--- src/rtl/uart_frame_receiver_crc8_core_assert.svh ---
// Assertion macros for the UART frame receiver core.
// Needs a clock named clk and a synchronous reset named rst in the using scope.
`ifndef UART_FRAME_RECEIVER_CRC8_CORE_ASSERT_SVH
`define UART_FRAME_RECEIVER_CRC8_CORE_ASSERT_SVH

// Same-cycle implication
`define URFC_ASSERT_IMP(lbl, ante, cons, msg) \
  lbl: assert property (@(posedge clk) disable iff (rst) (ante) |-> (cons)) else $error(msg);

// Next-cycle implication
`define URFC_ASSERT_NXT(lbl, ante, cons, msg) \
  lbl: assert property (@(posedge clk) disable iff (rst) (ante) |=> (cons)) else $error(msg);

`endif

--- src/rtl/urfc_pkg.sv ---
// Shared types, codes and the CRC-8/MAXIM byte update for the frame receiver.
// No dependencies.
package urfc_pkg;

  localparam int unsigned APB_ADDR_W = 4;
  localparam int unsigned APB_DATA_W = 32;

  typedef enum logic [1:0] {
    REG_HEAD_DEVICE  = 2'd0,
    REG_HEAD_FORWARD = 2'd1,
    REG_BYTE_TIMEOUT = 2'd2,
    REG_UNUSED       = 2'd3
  } reg_idx_t;

  typedef enum logic [2:0] {
    PH_IDLE = 3'd0,
    PH_SEQ  = 3'd1,
    PH_ID   = 3'd2,
    PH_LEN  = 3'd3,
    PH_DATA = 3'd4
  } phase_t;

  typedef enum logic [1:0] {
    KIND_DATA  = 2'd0,
    KIND_END   = 2'd1,
    KIND_ABORT = 2'd2
  } kind_t;

  localparam logic       FUNC_BYTE = 1'b0;
  localparam logic       FUNC_TICK = 1'b1;

  localparam logic [7:0] CRC_POLY_REFL = 8'h8C;
  localparam logic [7:0] CRC_START     = 8'h00;

  localparam logic [7:0]  HEAD_DEVICE_RST  = 8'd170;
  localparam logic [7:0]  HEAD_FORWARD_RST = 8'd85;
  localparam logic [15:0] BYTE_TIMEOUT_RST = 16'd20;

  typedef struct packed {
    logic [7:0]  head_device;
    logic [7:0]  head_forward;
    logic [15:0] byte_timeout_ticks;
  } cfg_t;

  // Reflected CRC-8, one byte, eight shift steps
  function automatic logic [7:0] crc8_step(input logic [7:0] crc, input logic [7:0] b);
    logic [7:0] c;
    c = crc ^ b;
    for (int i = 0; i < 8; i++) begin
      if (c[0]) begin
        c = (c >> 1) ^ CRC_POLY_REFL;
      end else begin
        c = c >> 1;
      end
    end
    return c;
  endfunction

endpackage

--- src/rtl/urfc_cfg_regs.sv ---
// APB register file for the frame receiver: head values and byte timeout.
// Depends on urfc_pkg.
module urfc_cfg_regs
  import urfc_pkg::*;
(
  input  logic                  clk,
  input  logic                  rst,
  input  logic                  psel,
  input  logic                  penable,
  input  logic                  pwrite,
  input  logic [APB_ADDR_W-1:0] paddr,
  input  logic [APB_DATA_W-1:0] pwdata,
  output logic [APB_DATA_W-1:0] prdata,
  output logic                  pready,
  output cfg_t                  cfg
);

  reg_idx_t reg_idx;
  logic     wr_en;

  assign pready  = 1'b1;
  assign reg_idx = reg_idx_t'(paddr[3:2]);
  assign wr_en   = psel && penable && pwrite && pready;

  always_ff @(posedge clk) begin
    if (rst) begin
      cfg.head_device        <= HEAD_DEVICE_RST;
      cfg.head_forward       <= HEAD_FORWARD_RST;
      cfg.byte_timeout_ticks <= BYTE_TIMEOUT_RST;
    end else if (wr_en) begin
      unique case (reg_idx)
        REG_HEAD_DEVICE:  cfg.head_device        <= pwdata[7:0];
        REG_HEAD_FORWARD: cfg.head_forward       <= pwdata[7:0];
        REG_BYTE_TIMEOUT: cfg.byte_timeout_ticks <= pwdata[15:0];
        default: ;
      endcase
    end
  end

  always_comb begin
    unique case (reg_idx)
      REG_HEAD_DEVICE:  prdata = {24'd0, cfg.head_device};
      REG_HEAD_FORWARD: prdata = {24'd0, cfg.head_forward};
      REG_BYTE_TIMEOUT: prdata = {16'd0, cfg.byte_timeout_ticks};
      default:          prdata = '0;
    endcase
  end

endmodule

--- src/rtl/uart_frame_receiver_crc8_core.sv ---
// UART frame receiver with CRC-8/MAXIM check: top level.
// A request is first captured in the input register; its result, if any, is then registered in
// the result register, where result_valid rises.
// Throughput: one request per cycle; a result held by result_ready low stalls the input.
// Reset (rst, synchronous): idle phase, empty registers, timer and sequences zero.
// Depends on urfc_pkg, urfc_cfg_regs and uart_frame_receiver_crc8_core_assert.svh.
`include "uart_frame_receiver_crc8_core_assert.svh"

module uart_frame_receiver_crc8_core
  import urfc_pkg::*;
(
  input  logic                  clk,
  input  logic                  rst,
  input  logic                  psel,
  input  logic                  penable,
  input  logic                  pwrite,
  input  logic [APB_ADDR_W-1:0] paddr,
  input  logic [APB_DATA_W-1:0] pwdata,
  output logic [APB_DATA_W-1:0] prdata,
  output logic                  pready,
  input  logic                  item_valid,
  output logic                  item_ready,
  input  logic                  func,
  input  logic [7:0]            rx_byte,
  output logic                  result_valid,
  input  logic                  result_ready,
  output logic [1:0]            kind,
  output logic [7:0]            data_byte,
  output logic [7:0]            data_index,
  output logic [7:0]            msg_seq,
  output logic [7:0]            msg_id,
  output logic [7:0]            data_len,
  output logic                  via_forward_head,
  output logic                  crc_ok,
  output logic                  seq_repeat
);

  cfg_t cfg;

  urfc_cfg_regs u_cfg (
    .clk     (clk),
    .rst     (rst),
    .psel    (psel),
    .penable (penable),
    .pwrite  (pwrite),
    .paddr   (paddr),
    .pwdata  (pwdata),
    .prdata  (prdata),
    .pready  (pready),
    .cfg     (cfg)
  );

  // Input register
  logic       inq_valid;
  logic       inq_func;
  logic [7:0] inq_byte;

  // Frame state
  phase_t      phase, phase_next;
  logic [7:0]  running_crc, running_crc_next;
  logic [7:0]  bytes_remaining, bytes_remaining_next;
  logic [7:0]  payload_index, payload_index_next;
  logic [7:0]  frame_seq, frame_seq_next;
  logic [7:0]  frame_id, frame_id_next;
  logic [7:0]  frame_len, frame_len_next;
  logic        forward_flag, forward_flag_next;
  logic [7:0]  accepted_seq, accepted_seq_next;
  logic [15:0] timeout_timer, timeout_timer_next;

  // Result produced this cycle
  logic       res_load;
  kind_t      res_kind;
  logic [7:0] res_byte;
  logic [7:0] res_index;
  logic       res_ok;
  logic       res_rep;

  logic        proc_fire;
  logic [15:0] timer_dec;
  logic [7:0]  crc_upd;

  assign proc_fire  = inq_valid && (!result_valid || result_ready);
  assign item_ready = !inq_valid || proc_fire;

  always_ff @(posedge clk) begin
    if (rst) begin
      inq_valid <= 1'b0;
    end else if (item_ready) begin
      inq_valid <= item_valid;
    end
  end

  always_ff @(posedge clk) begin
    if (item_ready && item_valid) begin
      inq_func <= func;
      inq_byte <= rx_byte;
    end
  end

  assign timer_dec = (timeout_timer != 16'd0) ? timeout_timer - 16'd1 : timeout_timer;
  assign crc_upd   = crc8_step((phase == PH_IDLE) ? CRC_START : running_crc, inq_byte);

  always_comb begin
    phase_next           = phase;
    running_crc_next     = running_crc;
    bytes_remaining_next = bytes_remaining;
    payload_index_next   = payload_index;
    frame_seq_next       = frame_seq;
    frame_id_next        = frame_id;
    frame_len_next       = frame_len;
    forward_flag_next    = forward_flag;
    accepted_seq_next    = accepted_seq;
    timeout_timer_next   = timeout_timer;
    res_load             = 1'b0;
    res_kind             = KIND_DATA;
    res_byte             = 8'd0;
    res_index            = 8'd0;
    res_ok               = 1'b0;
    res_rep              = 1'b0;

    if (inq_func == FUNC_TICK) begin
      timeout_timer_next = timer_dec;
      if (phase != PH_IDLE && timer_dec == 16'd0) begin
        phase_next = PH_IDLE;
        res_load   = 1'b1;
        res_kind   = KIND_ABORT;
      end
    end else begin
      timeout_timer_next = cfg.byte_timeout_ticks;
      unique case (phase)
        PH_IDLE: begin
          if (inq_byte == cfg.head_device || inq_byte == cfg.head_forward) begin
            forward_flag_next = (inq_byte != cfg.head_device);
            frame_seq_next    = 8'd0;
            frame_id_next     = 8'd0;
            frame_len_next    = 8'd0;
            running_crc_next  = crc_upd;
            phase_next        = PH_SEQ;
          end
        end
        PH_SEQ: begin
          frame_seq_next   = inq_byte;
          running_crc_next = crc_upd;
          phase_next       = PH_ID;
        end
        PH_ID: begin
          frame_id_next    = inq_byte;
          running_crc_next = crc_upd;
          phase_next       = PH_LEN;
        end
        PH_LEN: begin
          frame_len_next       = inq_byte;
          bytes_remaining_next = inq_byte;
          payload_index_next   = 8'd0;
          running_crc_next     = crc_upd;
          phase_next           = PH_DATA;
        end
        PH_DATA: begin
          res_load = 1'b1;
          if (bytes_remaining != 8'd0) begin
            bytes_remaining_next = bytes_remaining - 8'd1;
            payload_index_next   = payload_index + 8'd1;
            running_crc_next     = crc_upd;
            res_kind             = KIND_DATA;
            res_byte             = inq_byte;
            res_index            = payload_index;
          end else begin
            // CRC byte: close the frame, update the accepted sequence on a match
            phase_next = PH_IDLE;
            res_kind   = KIND_END;
            res_ok     = (running_crc == inq_byte);
            if (res_ok) begin
              accepted_seq_next = frame_seq;
              res_rep           = (accepted_seq == frame_seq);
            end
          end
        end
        default: begin
          phase_next = PH_IDLE;
        end
      endcase
    end
  end

  always_ff @(posedge clk) begin
    if (rst) begin
      phase           <= PH_IDLE;
      running_crc     <= 8'd0;
      bytes_remaining <= 8'd0;
      payload_index   <= 8'd0;
      frame_seq       <= 8'd0;
      frame_id        <= 8'd0;
      frame_len       <= 8'd0;
      forward_flag    <= 1'b0;
      accepted_seq    <= 8'd0;
      timeout_timer   <= 16'd0;
    end else if (proc_fire) begin
      phase           <= phase_next;
      running_crc     <= running_crc_next;
      bytes_remaining <= bytes_remaining_next;
      payload_index   <= payload_index_next;
      frame_seq       <= frame_seq_next;
      frame_id        <= frame_id_next;
      frame_len       <= frame_len_next;
      forward_flag    <= forward_flag_next;
      accepted_seq    <= accepted_seq_next;
      timeout_timer   <= timeout_timer_next;
    end
  end

  // Result register
  always_ff @(posedge clk) begin
    if (rst) begin
      result_valid <= 1'b0;
    end else if (proc_fire) begin
      result_valid <= res_load;
    end else if (result_ready) begin
      result_valid <= 1'b0;
    end
  end

  always_ff @(posedge clk) begin
    if (proc_fire && res_load) begin
      kind             <= res_kind;
      data_byte        <= res_byte;
      data_index       <= res_index;
      msg_seq          <= frame_seq;
      msg_id           <= frame_id;
      data_len         <= frame_len;
      via_forward_head <= forward_flag;
      crc_ok           <= res_ok;
      seq_repeat       <= res_rep;
    end
  end

  `URFC_ASSERT_IMP(a_ready_when_slot_free, !result_valid, item_ready, "input stalled with empty result slot")
  `URFC_ASSERT_NXT(a_idle_after_end, proc_fire && res_load && res_kind != KIND_DATA, phase == PH_IDLE, "frame not closed after end or abort")
  `URFC_ASSERT_IMP(a_repeat_needs_ok, result_valid && seq_repeat, crc_ok && kind == KIND_END, "sequence repeat without good CRC")
  `URFC_ASSERT_IMP(a_data_needs_phase, proc_fire && res_load && res_kind == KIND_DATA, phase == PH_DATA, "payload result outside data phase")

endmodule

--- config.mk ---
export PLATFORM = sky130hd
export DESIGN_NAME = uart_frame_receiver_crc8_core
export DESIGN_NICKNAME = d
export VERILOG_FILES = /design/src/rtl/urfc_pkg.sv /design/src/rtl/urfc_cfg_regs.sv /design/src/rtl/uart_frame_receiver_crc8_core.sv
export VERILOG_INCLUDE_DIRS = /design/src /design/src/rtl
export SDC_FILE = /design/constraint.sdc
export NUM_CORES = 1
export LEC_CHECK = 0
export BUFFER_PORTS_ARGS = -buffer_cell sky130_fd_sc_hd__buf_2
export CAP_MARGIN = 20
export CORE_ASPECT_RATIO = 1.4
export CORE_MARGIN = 5
export CORE_UTILIZATION = 48
export CTS_BUF_LIST = sky130_fd_sc_hd__clkbuf_2
export CTS_CLUSTER_DIAMETER = 200
export DETAILED_ROUTE_END_ITERATION = 12
export PLACE_DENSITY = 0.7
export SYNTH_ARGS = -nofsm -noshare
export SYNTH_HDL_FRONTEND = slang
export SYNTH_SLANG_ARGS = --single-unit
--- constraint.sdc ---
create_clock -name clk -period 4.5 [get_ports clk]
set_input_delay 0.9 -clock clk [delete_from_list [all_inputs] [get_ports clk]]
set_output_delay 0.9 -clock clk [all_outputs]
set_load 0.005 [all_outputs]
==> results summary <==
The most used flip-flop cell after synthesis is sky130_fd_sc_hd__dfxtp_1. Of the post-synthesis cell area, the dominant cell type holds 0.280. The number of top-level pins came out at 132. The largest registers in the layout are u_cfg.cfg (32), timeout_timer (16). The signal on the critical path passes through nor3_1 -> nand4_1 -> o31ai_1 -> o21ai_1 -> nor4_2 -> nor2_1 -> nor2_4 -> buf_4. The clock input transition at the sequential cells of the worst setup and hold paths is approximately 0.25 ns. The pin slew with the least headroom to its limit is around 1.1 ns. The net count of the finished layout is roughly 1000. The clock net sink count came out at 164. The first-pass detailed-route iteration total is 5. The number of global-route vias before repair is between 5000 and 6000. In the final layout, the share of cells above drive strength 1 is 0.175. Counting flops and latches in the post-synthesis netlist gives approximately 160.

The most flop-heavy register is u_cfg.cfg. The critical path in this run is classified as reg -> reg. By area the synthesized netlist is led by sky130_fd_sc_hd__dfxtp_1 (28%), sky130_fd_sc_hd__edfxtp_1 (21%), sky130_fd_sc_hd__xor2_1 (4.5%). The analysis attributes to cell leakage a power of 3.39 nW.

STA puts the critical path data required time at between 4 and 5 ns. The fraction of the core area covered by cells at the end of the flow came out at 0.538. The achievable clock frequency is 299 MHz. The wire length of the first global-routing pass came out at 30000 µm. In this run, CTS created clock tree buffers numbering 17.

The die covers 19100 µm². The region available for standard cell placement spans 16200 µm². The signed area change from the synthesized netlist to the final layout is 10.6%. The number of enable flip-flop cells after synthesis is 54. Dividing the final minimum period by the clock period gives 0.742. The count of pins over their slew limit is 0. The total power came out at ~2.8 mW. The flip-flop count of the largest register, all copies and words added is 32. The pin count of the biggest net entering global routing came out at between 50 and 60. For this configuration, the core starts out at a cell density of 0.486. The initial antenna violation count is 1. STA classifies the critical path endpoint as a flip-flop.

The number of buffers inserted by port buffering is 96. The clock reaches the later pin of the worst-skew pair after 0.75 ns. The cell sitting at the root of the clock tree is a sky130_fd_sc_hd__clkbuf_2.

Among all stages on the critical path, the largest delay is contributed by sky130_fd_sc_hd__nor3_1. The element type at the critical path start is a flip-flop. The power density over the cells came out at approximately 320 nW/µm². The wire length per cell after detailed routing is 16.5 µm. The worst-case vdd ir drop is 0.184 mV. The number of distinct standard cells referenced by the synthesized netlist is 64. The all-layer global routing usage is 0.193. The mean area per synthesized cell is 9.38 µm².

Detailed placement ended at an HPWL of 12800 µm. Setup violations remaining at the end of the flow were counted as 0. The number of buffers inserted by hold repair at cts came out at 0. The y dimension of the die is 161 µm.

The flow ran to the end, and the final reports show no timing, DRC or antenna violations. At the end of routability-driven placement, the weighted congestion stood at between 0.8 and 0.9. The total negative slack for setup checks came out at 0 ns. The initial DRC count is 232. The count of warnings emitted by yosys came out at 0. The tool flagged a number of max-cap violations equal to 0.

Of all cell types, the one taking the most synthesized area is sky130_fd_sc_hd__dfxtp_1. The row count is 55. In the routed design, unresolved DRC markers number 0. The total congestion overflow is 0. Among all cell types in the netlist, the one instantiated most often is sky130_fd_sc_hd__dfxtp_1. The netlist area before placement is 7870 µm². Setup repair after global routing left no endpoint under its margin. The post-synthesis sequential area ratio came out at 0.486. The path class of the tightest hold or removal check is in -> reg. STA puts the critical path data arrival time at approximately 3.7 ns.

The number of levels in the clock H-tree came out at 4. The finished cells cover 8700 µm². The commonest cells after synthesis are sky130_fd_sc_hd__dfxtp_1 (110), sky130_fd_sc_hd__nor2_1 (91), sky130_fd_sc_hd__nand2_1 (87), sky130_fd_sc_hd__a21oi_1 (58), sky130_fd_sc_hd__edfxtp_1 (54). The number of cells produced by synthesis came out at 839. The delay of the slowest critical-path stage is about 0.54 ns.

In this run the horizontal extent of the chip is 118 µm. The total number of vias is around 6100. On the final layout, the worst hold slack is 0.334 ns. Once the clock tree was built, the resizer swapped 0 gates to a different size. After detailed routing, the total wire length is 18600 µm. The routed via count divided by cell count is 5.41.

The final critical path time including I/O delays and setup is between 3 and 4 ns. The relative slew slack is 0.261. The post-placement cell area came out at between 8000 and 9000 µm². The count of nets left with antenna violations once routing finished came out at 0. The number of buffers inserted to repair setup after CTS is 0. The critical-path maximum fanout came out at between 40 and 50.

The final hold violation count came to 0. The clock tree from TritonCTS is built. The async set-reset flop share out of synthesis came out at 0. The maximum number of buffers from clock root to sink is 2. The largest clock skew in the final design is 0.0403 ns.
==> worst paths after layout <==
kind                startpoint           end  slack [ns]  cells past startpoint
min                 rx_byte[3]   inq_byte[3]        0.33                      1
max reg2reg  timeout_timer[12]  data_byte[0]        1.16                      8
max          timeout_timer[12]  data_byte[0]        1.16                      8
min reg2reg        frame_id[0]     msg_id[0]        0.44                      0
==> layout make-up <==
cell class / instances / area, µm²
Inverter: 15 / 56.3
Fill cell: 1496 / 7470
Multi-Input combinational cell: 604 / 3690
Clock buffer: 17 / 85.1
Antenna cell: 1 / 2.50
Clock inverter: 15 / 180
Tap cell: 199 / 249
Sequential cell: 164 / 3820
Timing Repair Buffer: 114 / 616
==> layer usage <==
layer	vias up	track usage	wire, µm
li1	3056	-	-
met1	2867	0.228	7730
met2	152	0.335	9370
met3	33	0.0557	1090
met4	0	0.0689	452
met5	-	0	0
==> worst max-delay path, delay by kind of cell, from the launching register on <==
family          cells  cell delay [ns]
compound gates      2             0.57
buf+inv             1             0.46
flops               1             0.44
simple gates        5             1.48
==> cell usage in the layout (no fill, tap or decap), types with 10 or more instances in the layout <==
| cell type | synthesis | layout |
|---|---|---|
| sky130_fd_sc_hd__a21oi_1 | 58 | 58 |
| sky130_fd_sc_hd__a22oi_1 | 14 | 14 |
| sky130_fd_sc_hd__and2_1 | 26 | 26 |
| sky130_fd_sc_hd__buf_2 | 14 | 96 |
| sky130_fd_sc_hd__buf_4 | 20 | 18 |
| sky130_fd_sc_hd__clkbuf_2 | 0 | 17 |
| sky130_fd_sc_hd__conb_1 | 2 | 17 |
| sky130_fd_sc_hd__dfxtp_1 | 110 | 110 |
| sky130_fd_sc_hd__edfxtp_1 | 54 | 54 |
| sky130_fd_sc_hd__inv_1 | 15 | 15 |
| sky130_fd_sc_hd__mux2i_1 | 32 | 32 |
| sky130_fd_sc_hd__nand2_1 | 87 | 87 |
| sky130_fd_sc_hd__nand2b_1 | 22 | 22 |
| sky130_fd_sc_hd__nand3_1 | 35 | 35 |
| sky130_fd_sc_hd__nand4_1 | 10 | 10 |
| sky130_fd_sc_hd__nor2_1 | 91 | 90 |
| sky130_fd_sc_hd__nor3_1 | 11 | 11 |
| sky130_fd_sc_hd__nor4_1 | 12 | 12 |
| sky130_fd_sc_hd__o21ai_0 | 19 | 19 |
| sky130_fd_sc_hd__o22ai_1 | 10 | 10 |
| sky130_fd_sc_hd__xnor2_1 | 20 | 20 |
| sky130_fd_sc_hd__xor2_1 | 40 | 40 |
==> power breakdown <==
part | total [mW] | leakage (nW) | switching, mW | internal, mW
clock | 0.859 | 0.157 | 0.542 | 0.317
combinational | 0.347 | 1.87 | 0.210 | 0.137
sequential | 1.58 | 1.36 | 0.0355 | 1.54
==> per-stage QoR <==
step,worst slack (ns),instances
after floorplan,0.303,854
after global placement,1.26,1096
after detailed placement,1.22,1096
after CTS,1.20,1128
after global routing,0.800,1129
final,1.16,1129
==> logic make-up after synthesis <==
logic type / after synthesis / share of synthesized area
AOI/OAI and AO/OA: 146 / 0.116
xor gates and xnor gates: 61 / 0.0697
adders and majority gates: 5 / 0.00795
buffers and inverters: 86 / 0.0538
DFF: 164 / 0.486
muxes: 34 / 0.0436
other: 2 / 0.000955
and+or+nand+nor: 341 / 0.222
Note: power is estimated with default switching activity, not from simulation.
